[src/rtl/grid_bbox_candidate_index_unit_macros.svh]
// Assertion macros for the grid bounding-box candidate index unit.
// Used by the top level; needs clk and rst_n in the scope of each use.
`ifndef GRID_BBOX_CANDIDATE_INDEX_UNIT_MACROS_SVH
`define GRID_BBOX_CANDIDATE_INDEX_UNIT_MACROS_SVH
`ifndef SYNTHESIS
// Same-cycle implication.
`define GBCI_ASSERT_NOW(lbl, ante, cons, msg) \
  lbl: assert property (@(posedge clk) disable iff (!rst_n) (ante) |-> (cons)) \
    else $error(msg);
// Next-cycle implication.
`define GBCI_ASSERT_NEXT(lbl, ante, cons, msg) \
  lbl: assert property (@(posedge clk) disable iff (!rst_n) (ante) |=> (cons)) \
    else $error(msg);
`else
`define GBCI_ASSERT_NOW(lbl, ante, cons, msg)
`define GBCI_ASSERT_NEXT(lbl, ante, cons, msg)
`endif
`endif

[src/rtl/gbci_pkg.sv]
// Shared types, constants and helper functions of the grid bbox index unit.
// No dependencies; every module and interface file imports this package.
`default_nettype none

package gbci_pkg;

  localparam int MAX_REGIONS = 64;
  localparam int IDX_W       = 6;
  localparam int CNT_W       = 7;
  localparam int FUNC_W      = 2;
  localparam int LON_W       = 25;
  localparam int LAT_W       = 24;
  localparam int CS_W        = 8;
  localparam int STATUS_W    = 3;
  localparam int FRAC_W      = 16;
  localparam int DEG_W       = 9;
  localparam int LON_CELL_W  = 9;
  localparam int LAT_CELL_W  = 8;
  localparam int DIV_STEPS   = 9;
  localparam int DIV_CNT_W   = 4;
  localparam int NUM_OPS     = 4;
  localparam int OPI_W       = 2;
  localparam int OPS_ADD     = 4;
  localparam int OPS_QUERY   = 2;
  localparam int DATA_W      = 32;
  localparam int ADDR_W      = 3;
  localparam int EXT_W       = 26;

  localparam logic signed [EXT_W-1:0] LON_LIMIT = 26'sd11796480;
  localparam logic signed [EXT_W-1:0] LAT_LIMIT = 26'sd5898240;

  // Function codes of an input beat.
  localparam logic [FUNC_W-1:0] FUNC_CLEAR = 2'd0;
  localparam logic [FUNC_W-1:0] FUNC_ADD   = 2'd1;
  localparam logic [FUNC_W-1:0] FUNC_QUERY = 2'd2;

  // Result status codes.
  localparam logic [STATUS_W-1:0] STAT_CLEARED  = 3'd0;
  localparam logic [STATUS_W-1:0] STAT_ADDED    = 3'd1;
  localparam logic [STATUS_W-1:0] STAT_FULL     = 3'd2;
  localparam logic [STATUS_W-1:0] STAT_MATCH    = 3'd3;
  localparam logic [STATUS_W-1:0] STAT_NO_MATCH = 3'd4;

  // Register index, taken from the word address bit.
  localparam logic REG_CELL_SIZE = 1'b0;

  typedef enum logic [2:0] {
    ST_IDLE,
    ST_DIV,
    ST_ADD,
    ST_EMIT,
    ST_SCAN,
    ST_FIN
  } gbci_state_t;

  typedef struct packed {
    logic [LON_CELL_W-1:0] lon_lo;
    logic [LON_CELL_W-1:0] lon_hi;
    logic [LAT_CELL_W-1:0] lat_lo;
    logic [LAT_CELL_W-1:0] lat_hi;
  } gbci_box_t;

  typedef struct packed {
    logic shift;
    logic load;
  } gbci_cell_ctl_t;

  typedef struct packed {
    logic             busy;
    logic             done;
    logic [DEG_W-1:0] quo;
  } gbci_div_stat_t;

  // Saturate a longitude to +-180 degrees, shift by 180, keep whole degrees.
  function automatic logic [DEG_W-1:0] lon_degrees(input logic signed [LON_W-1:0] x);
    logic signed [EXT_W-1:0] xs;
    logic signed [EXT_W-1:0] v;
    xs = {x[LON_W-1], x};
    if (xs < -LON_LIMIT) begin
      v = '0;
    end else if (xs > LON_LIMIT) begin
      v = LON_LIMIT + LON_LIMIT;
    end else begin
      v = xs + LON_LIMIT;
    end
    return v[FRAC_W+DEG_W-1:FRAC_W];
  endfunction

  // Same for latitude with a 90 degree limit.
  function automatic logic [DEG_W-1:0] lat_degrees(input logic signed [LAT_W-1:0] x);
    logic signed [EXT_W-1:0] xs;
    logic signed [EXT_W-1:0] v;
    xs = {{(EXT_W-LAT_W){x[LAT_W-1]}}, x};
    if (xs < -LAT_LIMIT) begin
      v = '0;
    end else if (xs > LAT_LIMIT) begin
      v = LAT_LIMIT + LAT_LIMIT;
    end else begin
      v = xs + LAT_LIMIT;
    end
    return {1'b0, v[FRAC_W+LAT_CELL_W-1:FRAC_W]};
  endfunction

  function automatic logic box_hit(input gbci_box_t b,
                                   input logic [LON_CELL_W-1:0] pc,
                                   input logic [LAT_CELL_W-1:0] pr);
    return (b.lon_lo <= pc) && (pc <= b.lon_hi) && (b.lat_lo <= pr) && (pr <= b.lat_hi);
  endfunction

endpackage

`default_nettype wire

[src/rtl/gbci_chan_if.sv]
// Valid/ready channel interfaces for the input and result beats.
// Depends on gbci_pkg for field widths.
`default_nettype none

interface gbci_in_if;
  import gbci_pkg::*;
  logic                     valid;
  logic                     ready;
  logic [FUNC_W-1:0]        func;
  logic signed [LON_W-1:0]  box_lon_min;
  logic signed [LON_W-1:0]  box_lon_max;
  logic signed [LAT_W-1:0]  box_lat_min;
  logic signed [LAT_W-1:0]  box_lat_max;
  logic signed [LON_W-1:0]  point_lon;
  logic signed [LAT_W-1:0]  point_lat;

  modport source (output valid, func, box_lon_min, box_lon_max, box_lat_min,
                  box_lat_max, point_lon, point_lat, input ready);
  modport sink (input valid, func, box_lon_min, box_lon_max, box_lat_min,
                box_lat_max, point_lon, point_lat, output ready);
endinterface

interface gbci_out_if;
  import gbci_pkg::*;
  logic                valid;
  logic                ready;
  logic [STATUS_W-1:0] status;
  logic [IDX_W-1:0]    region_index;
  logic                last;

  modport source (output valid, status, region_index, last, input ready);
  modport sink (input valid, status, region_index, last, output ready);
endinterface

`default_nettype wire

[src/rtl/grid_bbox_candidate_index_unit.sv]
// Uniform-grid bounding-box candidate index, top level.
// Depends on gbci_pkg, gbci_chan_if, gbci_cell, gbci_div and the macros header.
//
// The unit keeps up to 64 regions, each reduced to the grid-cell ranges of its
// bounding box, and answers point queries with the ascending list of region
// indexes whose ranges contain the point's cell. A clear beat empties the table
// and returns one "cleared" result. An add beat saturates the four box
// coordinates, converts them to cells with the cell size in force at that
// moment, stores them under the next index and returns that index; once 64
// regions are stored an add returns "table full" and stores nothing. A query
// beat returns one "match" result per containing region, the final one with
// last set, or a single "no match" result. Function code 3 is dropped without a
// result. A cell size of zero behaves as one. The regions live in a ring of 64
// cells that rotates by one cell per cycle during a query, save while a new
// match must displace a held one the output register cannot take; the region
// at the head of the ring is compared against the point's cell each cycle,
// and a full turn puts every region back in its home cell. Cell numbers come
// from one shared divider that produces one quotient bit per cycle. An add
// divides its four coordinates in turn, a query its two before one turn of the
// ring and the closing result; a beat is held up only while the result side
// holds off. One beat is worked on at a time; the input is ready whenever the
// unit is idle, even while the last result still sits in the output register.
// The cell_size register is at byte address 0 of the APB port. The user must see
// that it is written only while the unit is idle; the block does not enforce it.
`default_nettype none
`include "grid_bbox_candidate_index_unit_macros.svh"

module grid_bbox_candidate_index_unit (
  input  logic                        clk,
  input  logic                        rst_n,
  gbci_in_if.sink                     in_bus,
  gbci_out_if.source                  out_bus,
  input  logic                        psel,
  input  logic                        penable,
  input  logic                        pwrite,
  input  logic [gbci_pkg::ADDR_W-1:0] paddr,
  input  logic [gbci_pkg::DATA_W-1:0] pwdata,
  output logic [gbci_pkg::DATA_W-1:0] prdata,
  output logic                        pready
);
  import gbci_pkg::*;

  // Configuration register.
  logic [CS_W-1:0] cell_size_r;
  logic [CS_W-1:0] cs_eff;
  logic            cfg_wr;
  logic            reg_sel;

  // Sequencer state.
  gbci_state_t     state_r, state_nxt;
  logic [FUNC_W-1:0] func_r, func_nxt;
  logic [OPI_W-1:0]  opi_r, opi_nxt;
  logic              run_r, run_nxt;
  logic [CNT_W-1:0]  count_r, count_nxt;
  logic [CNT_W-1:0]  step_r, step_nxt;
  logic              pend_v_r, pend_v_nxt;
  logic [IDX_W-1:0]  pend_idx_r, pend_idx_nxt;
  logic [STATUS_W-1:0] stg_status_r, stg_status_nxt;
  logic [IDX_W-1:0]    stg_idx_r, stg_idx_nxt;
  logic [DEG_W-1:0]  deg_r [NUM_OPS];
  logic [DEG_W-1:0]  deg_nxt [NUM_OPS];
  logic [DEG_W-1:0]  quo_r [NUM_OPS];
  logic [DEG_W-1:0]  quo_nxt [NUM_OPS];

  // Output register.
  logic                out_valid_r, out_valid_nxt;
  logic [STATUS_W-1:0] out_status_r;
  logic [IDX_W-1:0]    out_idx_r;
  logic                out_last_r;
  logic                out_free;
  logic                push;
  logic [STATUS_W-1:0] push_status;
  logic [IDX_W-1:0]    push_idx;
  logic                push_last;

  // Datapath links.
  logic           in_ready;
  logic           div_start;
  gbci_div_stat_t div_stat;
  logic           add_load;
  logic           scan_adv;
  logic           last_op;
  logic           hit;
  gbci_box_t      new_box;
  gbci_box_t      cell_box [MAX_REGIONS];
  gbci_cell_ctl_t cell_ctl [MAX_REGIONS];

  // ---------------------------------------------------------------------------
  // APB register port. The word index is the address bit above the byte lanes.
  // ---------------------------------------------------------------------------
  assign reg_sel = paddr[ADDR_W-1];
  assign cfg_wr  = psel && penable && pwrite && pready;
  assign pready  = 1'b1;
  assign prdata  = (reg_sel == REG_CELL_SIZE) ? DATA_W'(cell_size_r) : '0;
  assign cs_eff  = (cell_size_r == '0) ? CS_W'(1) : cell_size_r;

  always_ff @(posedge clk) begin
    if (!rst_n) begin
      cell_size_r <= CS_W'(1);
    end else if (cfg_wr && (reg_sel == REG_CELL_SIZE)) begin
      cell_size_r <= pwdata[CS_W-1:0];
    end
  end

  // ---------------------------------------------------------------------------
  // Shared divider: whole degrees of the current coordinate over the cell size.
  // ---------------------------------------------------------------------------
  gbci_div u_div (
    .clk      (clk),
    .rst_n    (rst_n),
    .start    (div_start),
    .dividend (deg_r[opi_r]),
    .divisor  (cs_eff),
    .stat     (div_stat)
  );

  // ---------------------------------------------------------------------------
  // Region ring. At rest cell k holds region k. During a query every cell takes
  // its upper neighbor's box each advancing cycle and cell 0 wraps to the top,
  // so region "step" sits in cell 0 when it is compared.
  // ---------------------------------------------------------------------------
  assign new_box.lon_lo = quo_r[0];
  assign new_box.lon_hi = quo_r[1];
  assign new_box.lat_lo = quo_r[2][LAT_CELL_W-1:0];
  assign new_box.lat_hi = quo_r[3][LAT_CELL_W-1:0];

  for (genvar k = 0; k < MAX_REGIONS; k++) begin : g_ring
    localparam int NEXT = (k + 1) % MAX_REGIONS;
    assign cell_ctl[k].shift = scan_adv;
    assign cell_ctl[k].load  = add_load && (count_r[IDX_W-1:0] == IDX_W'(k));
    gbci_cell u_cell (
      .clk      (clk),
      .ctl      (cell_ctl[k]),
      .load_box (new_box),
      .shift_in (cell_box[NEXT]),
      .box      (cell_box[k])
    );
  end

  // Only regions below the fill count take part; the rest hold stale data.
  assign hit = (step_r < count_r) &&
               box_hit(cell_box[0], quo_r[0], quo_r[1][LAT_CELL_W-1:0]);

  assign last_op  = (func_r == FUNC_ADD) ? (opi_r == OPI_W'(OPS_ADD - 1))
                                         : (opi_r == OPI_W'(OPS_QUERY - 1));
  assign out_free = !out_valid_r || out_bus.ready;

  // ---------------------------------------------------------------------------
  // Sequencer. A query holds back its newest match so that the last one can be
  // flagged when the turn of the ring ends.
  // ---------------------------------------------------------------------------
  always_comb begin
    state_nxt      = state_r;
    func_nxt       = func_r;
    opi_nxt        = opi_r;
    run_nxt        = run_r;
    count_nxt      = count_r;
    step_nxt       = step_r;
    pend_v_nxt     = pend_v_r;
    pend_idx_nxt   = pend_idx_r;
    stg_status_nxt = stg_status_r;
    stg_idx_nxt    = stg_idx_r;
    deg_nxt        = deg_r;
    quo_nxt        = quo_r;
    in_ready       = 1'b0;
    div_start      = 1'b0;
    add_load       = 1'b0;
    scan_adv       = 1'b0;
    push           = 1'b0;
    push_status    = STAT_CLEARED;
    push_idx       = '0;
    push_last      = 1'b0;

    unique case (state_r)
      ST_IDLE: begin
        in_ready = 1'b1;
        if (in_bus.valid) begin
          func_nxt   = in_bus.func;
          opi_nxt    = '0;
          run_nxt    = 1'b0;
          step_nxt   = '0;
          pend_v_nxt = 1'b0;
          unique case (in_bus.func)
            FUNC_CLEAR: begin
              count_nxt      = '0;
              stg_status_nxt = STAT_CLEARED;
              stg_idx_nxt    = '0;
              state_nxt      = ST_EMIT;
            end
            FUNC_ADD: begin
              if (count_r == CNT_W'(MAX_REGIONS)) begin
                stg_status_nxt = STAT_FULL;
                stg_idx_nxt    = '0;
                state_nxt      = ST_EMIT;
              end else begin
                deg_nxt[0] = lon_degrees(in_bus.box_lon_min);
                deg_nxt[1] = lon_degrees(in_bus.box_lon_max);
                deg_nxt[2] = lat_degrees(in_bus.box_lat_min);
                deg_nxt[3] = lat_degrees(in_bus.box_lat_max);
                state_nxt  = ST_DIV;
              end
            end
            FUNC_QUERY: begin
              deg_nxt[0] = lon_degrees(in_bus.point_lon);
              deg_nxt[1] = lat_degrees(in_bus.point_lat);
              state_nxt  = ST_DIV;
            end
            default: begin
              state_nxt = ST_IDLE;
            end
          endcase
        end
      end

      ST_DIV: begin
        if (!run_r) begin
          div_start = 1'b1;
          run_nxt   = 1'b1;
        end else if (div_stat.done) begin
          quo_nxt[opi_r] = div_stat.quo;
          run_nxt        = 1'b0;
          if (last_op) begin
            state_nxt = (func_r == FUNC_ADD) ? ST_ADD : ST_SCAN;
          end else begin
            opi_nxt = opi_r + 1'b1;
          end
        end
      end

      ST_ADD: begin
        add_load       = 1'b1;
        stg_status_nxt = STAT_ADDED;
        stg_idx_nxt    = count_r[IDX_W-1:0];
        count_nxt      = count_r + 1'b1;
        state_nxt      = ST_EMIT;
      end

      ST_EMIT: begin
        if (out_free) begin
          push        = 1'b1;
          push_status = stg_status_r;
          push_idx    = stg_idx_r;
          push_last   = 1'b1;
          state_nxt   = ST_IDLE;
        end
      end

      ST_SCAN: begin
        // The ring stops only when a new match must displace a held one and
        // the output register cannot take it.
        if (!(hit && pend_v_r && !out_free)) begin
          scan_adv = 1'b1;
          step_nxt = step_r + 1'b1;
          if (hit) begin
            if (pend_v_r) begin
              push        = 1'b1;
              push_status = STAT_MATCH;
              push_idx    = pend_idx_r;
            end
            pend_v_nxt   = 1'b1;
            pend_idx_nxt = step_r[IDX_W-1:0];
          end
          if (step_r == CNT_W'(MAX_REGIONS - 1)) begin
            state_nxt = ST_FIN;
          end
        end
      end

      ST_FIN: begin
        if (out_free) begin
          push        = 1'b1;
          push_status = pend_v_r ? STAT_MATCH : STAT_NO_MATCH;
          push_idx    = pend_v_r ? pend_idx_r : '0;
          push_last   = 1'b1;
          pend_v_nxt  = 1'b0;
          state_nxt   = ST_IDLE;
        end
      end

      default: begin
        state_nxt = ST_IDLE;
      end
    endcase
  end

  assign out_valid_nxt = push ? 1'b1 : (out_bus.ready ? 1'b0 : out_valid_r);

  always_ff @(posedge clk) begin
    if (!rst_n) begin
      state_r     <= ST_IDLE;
      run_r       <= 1'b0;
      count_r     <= '0;
      pend_v_r    <= 1'b0;
      out_valid_r <= 1'b0;
    end else begin
      state_r     <= state_nxt;
      run_r       <= run_nxt;
      count_r     <= count_nxt;
      pend_v_r    <= pend_v_nxt;
      out_valid_r <= out_valid_nxt;
    end
  end

  always_ff @(posedge clk) begin
    func_r       <= func_nxt;
    opi_r        <= opi_nxt;
    step_r       <= step_nxt;
    pend_idx_r   <= pend_idx_nxt;
    stg_status_r <= stg_status_nxt;
    stg_idx_r    <= stg_idx_nxt;
    deg_r        <= deg_nxt;
    quo_r        <= quo_nxt;
    if (push) begin
      out_status_r <= push_status;
      out_idx_r    <= push_idx;
      out_last_r   <= push_last;
    end
  end

  assign in_bus.ready         = in_ready;
  assign out_bus.valid        = out_valid_r;
  assign out_bus.status       = out_status_r;
  assign out_bus.region_index = out_idx_r;
  assign out_bus.last         = out_last_r;

  // ---------------------------------------------------------------------------
  // Assertions.
  // ---------------------------------------------------------------------------
  `GBCI_ASSERT_NOW(a_push_no_overwrite, push, out_free, "result beat overwritten")
  `GBCI_ASSERT_NOW(a_div_start_idle, div_start, !div_stat.busy, "divider restarted while busy")
  `GBCI_ASSERT_NOW(a_idle_no_pending, state_r == ST_IDLE, !pend_v_r, "held match left at idle")
  `GBCI_ASSERT_NEXT(a_add_counts, state_r == ST_ADD, count_r == $past(count_r) + 7'd1, "fill count slip")

endmodule

`default_nettype wire

[src/rtl/gbci_cell.sv]
// One cell of the region chain: holds the grid-cell ranges of one region.
// Depends on gbci_pkg for the box and control types.
`default_nettype none

module gbci_cell (
  input  logic                     clk,
  input  gbci_pkg::gbci_cell_ctl_t ctl,
  input  gbci_pkg::gbci_box_t      load_box,
  input  gbci_pkg::gbci_box_t      shift_in,
  output gbci_pkg::gbci_box_t      box
);
  import gbci_pkg::*;

  gbci_box_t box_r;

  // A load and a shift never come together; the load wins anyway.
  always_ff @(posedge clk) begin
    if (ctl.load) begin
      box_r <= load_box;
    end else if (ctl.shift) begin
      box_r <= shift_in;
    end
  end

  assign box = box_r;

endmodule

`default_nettype wire

[src/rtl/gbci_div.sv]
// Restoring divider, one quotient bit per cycle: whole degrees by cell size.
// Depends on gbci_pkg for widths and the status struct.
`default_nettype none

module gbci_div (
  input  logic                       clk,
  input  logic                       rst_n,
  input  logic                       start,
  input  logic [gbci_pkg::DEG_W-1:0] dividend,
  input  logic [gbci_pkg::CS_W-1:0]  divisor,
  output gbci_pkg::gbci_div_stat_t   stat
);
  import gbci_pkg::*;

  logic                 busy_r, busy_nxt;
  logic                 done_r, done_nxt;
  logic [DIV_CNT_W-1:0] cnt_r, cnt_nxt;
  logic [CS_W-1:0]      rem_r, rem_nxt;
  logic [DEG_W-1:0]     work_r, work_nxt;
  logic [CS_W-1:0]      dsr_r, dsr_nxt;
  logic [CS_W:0]        shifted;
  logic [CS_W:0]        diff;
  logic                 ge;

  assign shifted = {rem_r, work_r[DEG_W-1]};
  assign ge      = shifted >= {1'b0, dsr_r};
  assign diff    = shifted - {1'b0, dsr_r};

  always_comb begin
    busy_nxt = busy_r;
    done_nxt = 1'b0;
    cnt_nxt  = cnt_r;
    rem_nxt  = rem_r;
    work_nxt = work_r;
    dsr_nxt  = dsr_r;
    if (start && !busy_r) begin
      busy_nxt = 1'b1;
      cnt_nxt  = '0;
      rem_nxt  = '0;
      work_nxt = dividend;
      dsr_nxt  = divisor;
    end else if (busy_r) begin
      // The remainder stays below the divisor, so its low byte is all of it.
      rem_nxt  = ge ? diff[CS_W-1:0] : shifted[CS_W-1:0];
      work_nxt = {work_r[DEG_W-2:0], ge};
      cnt_nxt  = cnt_r + 1'b1;
      if (cnt_r == DIV_CNT_W'(DIV_STEPS - 1)) begin
        busy_nxt = 1'b0;
        done_nxt = 1'b1;
      end
    end
  end

  always_ff @(posedge clk) begin
    if (!rst_n) begin
      busy_r <= 1'b0;
      done_r <= 1'b0;
      cnt_r  <= '0;
    end else begin
      busy_r <= busy_nxt;
      done_r <= done_nxt;
      cnt_r  <= cnt_nxt;
    end
  end

  always_ff @(posedge clk) begin
    rem_r  <= rem_nxt;
    work_r <= work_nxt;
    dsr_r  <= dsr_nxt;
  end

  assign stat.busy = busy_r;
  assign stat.done = done_r;
  assign stat.quo  = work_r;

endmodule

`default_nettype wire
[src/flat_wrapper.sv]
// flat-port wrapper written by rule: the top's interface ports become plain ports
module grid_bbox_candidate_index_unit_flat import gbci_pkg::*;
  (clk, rst_n, psel, penable, pwrite, paddr, pwdata, prdata, pready, in_bus_valid, in_bus_func, in_bus_box_lon_min, in_bus_box_lon_max, in_bus_box_lat_min, in_bus_box_lat_max, in_bus_point_lon, in_bus_point_lat, in_bus_ready, out_bus_valid, out_bus_status, out_bus_region_index, out_bus_last, out_bus_ready);
  gbci_in_if in_bus_i ();
  gbci_out_if out_bus_i ();
  input  logic clk;
  input  logic rst_n;
  input  logic psel;
  input  logic penable;
  input  logic pwrite;
  input  logic [gbci_pkg::ADDR_W-1:0] paddr;
  input  logic [gbci_pkg::DATA_W-1:0] pwdata;
  output logic [gbci_pkg::DATA_W-1:0] prdata;
  output logic pready;
  input wire logic [$bits(in_bus_i.valid)-1:0] in_bus_valid;
  input wire logic [$bits(in_bus_i.func)-1:0] in_bus_func;
  input wire logic [$bits(in_bus_i.box_lon_min)-1:0] in_bus_box_lon_min;
  input wire logic [$bits(in_bus_i.box_lon_max)-1:0] in_bus_box_lon_max;
  input wire logic [$bits(in_bus_i.box_lat_min)-1:0] in_bus_box_lat_min;
  input wire logic [$bits(in_bus_i.box_lat_max)-1:0] in_bus_box_lat_max;
  input wire logic [$bits(in_bus_i.point_lon)-1:0] in_bus_point_lon;
  input wire logic [$bits(in_bus_i.point_lat)-1:0] in_bus_point_lat;
  output wire logic [$bits(in_bus_i.ready)-1:0] in_bus_ready;
  output wire logic [$bits(out_bus_i.valid)-1:0] out_bus_valid;
  output wire logic [$bits(out_bus_i.status)-1:0] out_bus_status;
  output wire logic [$bits(out_bus_i.region_index)-1:0] out_bus_region_index;
  output wire logic [$bits(out_bus_i.last)-1:0] out_bus_last;
  input wire logic [$bits(out_bus_i.ready)-1:0] out_bus_ready;
  assign in_bus_i.valid = in_bus_valid;
  assign in_bus_i.func = in_bus_func;
  assign in_bus_i.box_lon_min = in_bus_box_lon_min;
  assign in_bus_i.box_lon_max = in_bus_box_lon_max;
  assign in_bus_i.box_lat_min = in_bus_box_lat_min;
  assign in_bus_i.box_lat_max = in_bus_box_lat_max;
  assign in_bus_i.point_lon = in_bus_point_lon;
  assign in_bus_i.point_lat = in_bus_point_lat;
  assign in_bus_ready = in_bus_i.ready;
  assign out_bus_valid = out_bus_i.valid;
  assign out_bus_status = out_bus_i.status;
  assign out_bus_region_index = out_bus_i.region_index;
  assign out_bus_last = out_bus_i.last;
  assign out_bus_i.ready = out_bus_ready;
  grid_bbox_candidate_index_unit u_core (.clk(clk), .rst_n(rst_n), .in_bus(in_bus_i), .out_bus(out_bus_i), .psel(psel), .penable(penable), .pwrite(pwrite), .paddr(paddr), .pwdata(pwdata), .prdata(prdata), .pready(pready));
endmodule
[config.mk]
export PLATFORM = sky130hd
export DESIGN_NAME = grid_bbox_candidate_index_unit_flat
export DESIGN_NICKNAME = d
export VERILOG_FILES = /design/src/rtl/gbci_pkg.sv /design/src/rtl/gbci_chan_if.sv /design/src/rtl/grid_bbox_candidate_index_unit.sv /design/src/rtl/gbci_cell.sv /design/src/rtl/gbci_div.sv /design/src/flat_wrapper.sv
export VERILOG_INCLUDE_DIRS = /design/src /design/src/rtl
export SDC_FILE = /design/constraint.sdc
export NUM_CORES = 2
export LEC_CHECK = 0
export BUFFER_PORTS_ARGS = -buffer_cell sky130_fd_sc_hd__buf_2
export CORE_ASPECT_RATIO = 0.7
export CORE_UTILIZATION = 65
export DETAILED_ROUTE_END_ITERATION = 10
export PLACE_DENSITY = 0.82
export REMOVE_ABC_BUFFERS = 1
export SLEW_MARGIN = 20
export SYNTH_ARGS = -nofsm -noshare
export SYNTH_HDL_FRONTEND = slang
export SYNTH_SLANG_ARGS = --single-unit
[constraint.sdc]
create_clock -name clk -period 9.3 [get_ports clk]
set_input_delay 1.86 -clock clk [delete_from_list [all_inputs] [get_ports clk]]
set_output_delay 1.86 -clock clk [all_outputs]
set_load 0.1 [all_outputs]
Word level (Yosys, flattened, before mapping)
Cells that the tools add are included.
Word-level totals
  bits in registers: 2334
  input bits: 191
  output and inout port bits: 45
  word-level logic and storage cells: 806
Cells by class
  add/sub/neg operators: 11
  order comparisons: 20
  equal/unequal tests: 90
  mux-type cells: 221
  bitwise gates (word level): 6
  reductions and logical operators: 171
Operators by type and width (number)
  $mux W34: 128
  $eq A6 B6 Y1 const B: 32
  $mux W25: 6
  $mux W24: 6
  $reduce_bool A2 Y1: 70
  $eq A6 B5 Y1 const B: 16
  $add A25 B25 Y25 const B: 3
  $gt A25 B25 Y1 const B: 3
  $logic_and A1 B1 Y1: 75
  $lt A25 B25 Y1 const B: 3
  $add A24 B24 Y24 const B: 3
  $gt A24 B24 Y1 const B: 3
  $lt A24 B24 Y1 const B: 3
  $eq A6 B4 Y1 const B: 8
  $mux W3: 15
  $mux W9: 5
  $mux W6: 7
  $bwmux W36: 1
  $mux W36: 1
  $pmux W18 S2: 1
  $mux W7: 4
  $pmux W7 S2: 2
  $eq A6 B3 Y1 const B: 4
  $pmux W6 S2: 2
  other kinds (52): 118

Longest topological paths before layout
  word-level depth: 11
  depth in mapped cells: 12

Hierarchy
Synthesis repeated with hierarchy kept, for this count alone.
Unflattened totals
  cell total of the unflattened synthesis: 5658
  area total of the unflattened synthesis: 111343.0 um2
By module, submodules not included
  gbci_cell: times used 64, cells each 73, area an instance 1590.3 um2, seq. area each 1021.0 um2
  grid_bbox_candidate_index_unit: times used 1, cells each 828, area an instance 7886.3 um2, seq. area each 3513.4 um2
  gbci_div: times used 1, cells each 158, area an instance 1679.1 um2, seq. area each 790.8 um2

Worst setup path after synthesis
Ideal clock, no wire load.
  kind: input-to-output
  from: input port paddr[2] (netlist name)
  to: output port prdata[0] (netlist name)
  data arrival time: 3195 ps
  data required time: 7440 ps
  setup slack: 4245 ps
  stages on the path: 1
  buffers on the path: 0
  cells stage by stage: nor2b_1
On the way
  cells in the longest elaborated chain, start to end: 1
Ends and longest elaborated chain
  start, declared: RTL line flat_wrapper.sv:11  | input logic [gbci_pkg::ADDR_W-1:0] paddr;
  $mux W8: RTL line grid_bbox_candidate_index_unit.sv:94  | assign prdata = (reg_sel == REG_CELL_SIZE) ? DATA_W'(cell_size_r) : '0;
  end, declared: RTL line flat_wrapper.sv:13  | output logic [gbci_pkg::DATA_W-1:0] prdata;
Every way passes these cells.

Worst setup path after layout
  from: register u_core.quo_r (netlist bit u_core.new_box[17])
  to: register u_core.g_ring[28].u_cell.box_r (netlist bit u_core.g_ring[28].u_cell.box[7]), enable pin
On the way
  cells in the longest elaborated chain, start to end: 9
Ends and longest elaborated chain
  start, declared: RTL line grid_bbox_candidate_index_unit.sv:62  | logic [DEG_W-1:0] quo_r [NUM_OPS];
  start signal, assigned: RTL line grid_bbox_candidate_index_unit.sv:312  | quo_r <= quo_nxt;
  $le A8 B8 Y1: RTL line gbci_pkg.sv:107  | return (b.lon_lo <= pc) && (pc <= b.lon_hi) && (b.lat_lo <= pr) && (pr <= b.lat_hi);
  $logic_and A1 B1 Y1: RTL line gbci_pkg.sv:107
  $logic_and A1 B1 Y1 (*): RTL line gbci_pkg.sv:107
  $logic_and A1 B1 Y1 (*): RTL line grid_bbox_candidate_index_unit.sv:141  | assign hit = (step_r < count_r) &&
  $logic_and A1 B1 Y1 (*) (2 in series): RTL line grid_bbox_candidate_index_unit.sv:251  | if (!(hit && pend_v_r && !out_free)) begin
  $mux W1 (*): RTL line grid_bbox_candidate_index_unit.sv:251
  $mux W1 (*): RTL line grid_bbox_candidate_index_unit.sv:174  | unique case (state_r)
  $reduce_bool A2 Y1 (no source line) (*)
  end signal, assigned: RTL line gbci_cell.sv:19  | box_r <= load_box;
  end signal, assigned: RTL line gbci_cell.sv:21  | box_r <= shift_in;
  end, declared: RTL line gbci_cell.sv:14  | gbci_box_t box_r;
Mark *: on every way between the ends. The rest lies on a longest branch, timed or not.
A chain may end at the register's enable or synchronous reset.

==> impl_results.md <==
- WL per Instance: between 20 and 30 µm
- TritonCTS clock tree: yes
- Root buf cell: clkbuf_16
- Async SR Flop Fraction: 0%
- XOR/XNOR share of the synthesized area: 0.3366%
- Yosys reg bits: 2331
- Clock buffer depth: 3
- Simple-Gate Fraction of Synth Area: approximately 3.2%
- Core Footprint: 153900 µm²
- P per Cell Area: approximately 220 nW/µm²
- Final Hold Vio Count: 0
- DRC: 0
- Mean post-synth cell area: 16.58 µm²
- Max Fclk: around 160 MHz
- Reg area: 69650 µm²
- Starting DRT DRC Count: 5704
- Largest area contributor in the netlist: edfxtp_1
- Largest family of logic cells by synthesized area: multiplexers
- Synth Area in Compound Gates: 2.694%
- Sequential share of the synthesized area: 68.63%
- Antenna Nets Post-Route: 0
- Max-cap violations: 0
- CP Buf/Inv Count: 4
- Final Util: 72.17%
- Filler instances: a little under 9000
- Area of the multi-input gates: 29550 µm²
- Num CTS Buffers: 204
- Fraction of layout cells with a size suffix above 1: about two fifths
- Status: finished clean
- Share of the synthesized area in the top cell type: 67.94%
- Gr ovfl total: 0
- Cells after synthesis: 6119
- Reg clk slew, reported paths: 0.07 ns
- Port bufs: 184
- Gr usage total: 26.72%
- Die Span Y: 332.6 µm
- Number of synthesis warnings: 0
- Post-synth EDFFs: 2296
- Drt pass-1 iters: 6
- Required time worst endpoint: 9.88 ns
- IO Count: 236
- First-pass GRT wire length: ~320000 µm
- Slowest cell on the critical path: buf_4
- Actual slew at the worst max-slew pin: 1.200 ns
- Relative slew slack: 19.78%
- Post-CTS resize count: 0
- Via density: 6.329
- Nets: 6411
- H-Tree Depth: 4
- Multiplexer share of the synthesized area: 21.39%
- Sink Count: 2331
- Setup crit end kind: flip-flop
- Hold WC Path Type: reg2reg
- Rows: 120
- CP dominant cell by count: buf_4
- Setup TNS: 0 ns
- Die Wd: 474.3 µm
- Kind of cell adding the most delay to the critical path: buffers and inverters
- Unrepaired setup endpoints after global routing: false
- Die area: roughly 160000 µm²
- CP Data Arrival Time: 6.79 ns
- Startpoint Class: flip-flop
- Tcrit/Tclk final: 66.73%
- Vias: 53197
- Pins over their slew limit: 0
- Critical Path Fanout Max: 50
- Mapped Area: roughly 100000 µm²
- Initial antenna violation count: 10
- Number of global-route vias before repair: 52803
- Setup violations, final: 0
- WL final: 211100 µm
- Synth Flop Type: edfxtp_1
- Post-Route Skew: between 0.04 and 0.05 ns
- Hold buffers post-CTS: 0
- Slowest stage delay, CP: 0.92 ns
- DP HPWL: 126800 µm
- Final min period: 6.206 ns
- WHS: 0.4893 ns
- Synth cell types: slightly above 70
- Critical path type: reg2reg
- Ranking of synthesized cells by area: edfxtp_1, mux2_2, o21ai_0
- Post-CTS Setup Inserts: 0
- Clk_lat worst skew: between 0.8 and 0.9 ns
- Worst path cell trace: buf_4 > inv_1 > ha_1 > nor2b_1 > o211ai_1 > a21oi_1 > a2111oi_0 > and4_1 > a31o_4 > buf_4 > o21ai_4 > buf_16
- Synth Area in Adders: 0.8581%
- Starting Density: between 60% and 70%
- GPL Wtd Cong: 0.9037
- Largest net degree at the start of global routing: 65
- Peak VDD IR: 0.1822 mV
- Area growth syn-to-layout: 9.451%
- Leakage power: 36.67 nW
-- worst paths after layout --
check	slack [ns]	end	from	cells after the start
setup / recovery	3.09	u_core.g_ring[28].u_cell.box[7]	u_core.new_box[17]	12
hold / removal	0.49	u_core.u_div.rem_r[7]	u_core.u_div.rem_r[7]	2
setup reg to reg	3.09	u_core.g_ring[28].u_cell.box[7]	u_core.new_box[17]	12
hold reg to reg	0.49	u_core.u_div.rem_r[7]	u_core.u_div.rem_r[7]	2
-- final cells by class --
cell class | count | share of cell area, %
Clock buffer | 260 | 4.899
Sequential cell | 2331 | 62.70
Clock inverter | 120 | 0.8347
Inverter | 76 | 0.2568
Tap cell | 2074 | 2.336
Timing Repair Buffer | 317 | 2.350
Antenna cell | 6 | 0.01352
Multi-Input combinational cell | 3221 | 26.61
-- cells in the final DEF (no fill, tap or decap), drive strengths merged, types with 6 or more instances in the layout --
cell type | Yosys | final
nor4b | 6 | 6
clkinv | 2 | 97
conb | 2 | 25
nand4 | 19 | 19
o21ai | 363 | 363
diode | 0 | 6
o22ai | 6 | 6
a22o | 18 | 18
xnor2 | 24 | 24
and3 | 13 | 13
a21oi | 43 | 43
buf | 231 | 317
inv | 74 | 83
nand3 | 34 | 34
clkinvlp | 0 | 6
dfxtp | 35 | 35
nor4 | 26 | 26
nor3 | 13 | 13
o211ai | 9 | 9
a21o | 13 | 13
xor2 | 15 | 15
mux4 | 8 | 8
mux2 | 1907 | 1907
nor2 | 120 | 120
nand2 | 396 | 396
nand2b | 13 | 13
ha | 68 | 68
bufinv | 0 | 10
or3 | 8 | 8
edfxtp | 2296 | 2296
a31oi | 8 | 8
clkbuf | 283 | 260
nor2b | 19 | 19
-- flip-flops by register name, indices dropped and copies added, names as in the netlist, 2 cells and up --
| signal | cells |
|---|---|
| u_core.stg_status_r | 2 |
| u_core.pend_idx_r | 6 |
| u_core.new_box | 34 |
| u_core.state_r | 3 |
| u_core.u_div.dsr_r | 8 |
| u_core.u_div.work_r | 9 |
| u_core.u_div.cnt_r | 4 |
| u_core.u_div.rem_r | 8 |
| u_core.out_bus.region_index | 6 |
| u_core.opi_r | 2 |
| u_core.func_r | 2 |
| u_core.deg_r | 34 |
| u_core.count_r | 7 |
| u_core.stg_idx_r | 6 |
| u_core.g_ring.u_cell.box | 2176 |
| u_core.cell_size_r | 8 |
| u_core.step_r | 7 |
| u_core.out_bus.status | 3 |
-- routing by layer --
| layer | vias to the layer above | part of all wire, % | track usage, % |
|---|---|---|---|
| li1 | 23284 | - | - |
| met1 | 27280 | 45 | 42.35 |
| met2 | 2369 | 44 | 37.43 |
| met3 | 264 | 10 | 6.614 |
| met4 | 0 | 1.6 | 5.718 |
| met5 | - | 0 | 0 |
-- power by group --
part           internal [W]  total (W)  switching (W)
registers            0.0133     0.0138       0.000475
logic               0.00113    0.00291        0.00178
clock network       0.00443    0.00823        0.00380
-- synthesized netlist by cell type, types with 4 or more instances --
library cell / n
dfxtp_1: 35
nand2b_1: 13
nor2_2: 12
buf_4: 145
nand4_1: 19
a31oi_1: 7
or3_1: 8
o22ai_1: 6
and2_1: 5
o21ai_0: 362
a21o_1: 13
and3_1: 13
xor2_1: 15
buf_2: 60
inv_1: 69
nor2b_1: 19
ha_1: 68
mux2_2: 1818
o211ai_1: 9
mux2_1: 89
inv_2: 5
mux2i_1: 5
buf_1: 19
edfxtp_1: 2296
mux4_2: 8
clkbuf_1: 283
nor4b_1: 6
buf_6: 7
a22o_1: 18
nor3_1: 12
nand2_1: 395
nor4_1: 26
nor2_1: 71
xnor2_1: 24
nor2_4: 37
o21a_1: 4
nand3_2: 10
nand3_1: 24
a21oi_1: 42
-- per-stage QoR --
step	cell area [µm²]	setup WS, ns	instances	total power, W
2_1_floorplan	98970	4.111	5628	0.01577
3_3_place_gp	103700	3.447	7982	0.01655
3_5_place_dp	103900	3.303	7989	0.01671
4_1_cts	110200	3.242	8369	0.02485
5_1_grt	111100	3.040	8402	0.02570
6_report	111100	3.094	8405	0.02491
-- cells by family after synthesis --
| logic type | Yosys count |
|---|---|
| AO/OA/AOI/OAI | 490 |
| XOR/XNOR | 39 |
| adder cells (fa/ha/maj) | 69 |
| buffers and inverters | 590 |
| flip-flops | 2331 |
| multiplexers | 1920 |
| other | 2 |
| AND/OR/NAND/NOR | 678 |
-- worst min-delay path, cell delays in order, from the launching register on --
cell	delay (ns)
dfxtp_1	0.33
nand2_1	0.05
o21ai_0	0.06
Note: power is estimated with default switching activity, not from simulation.
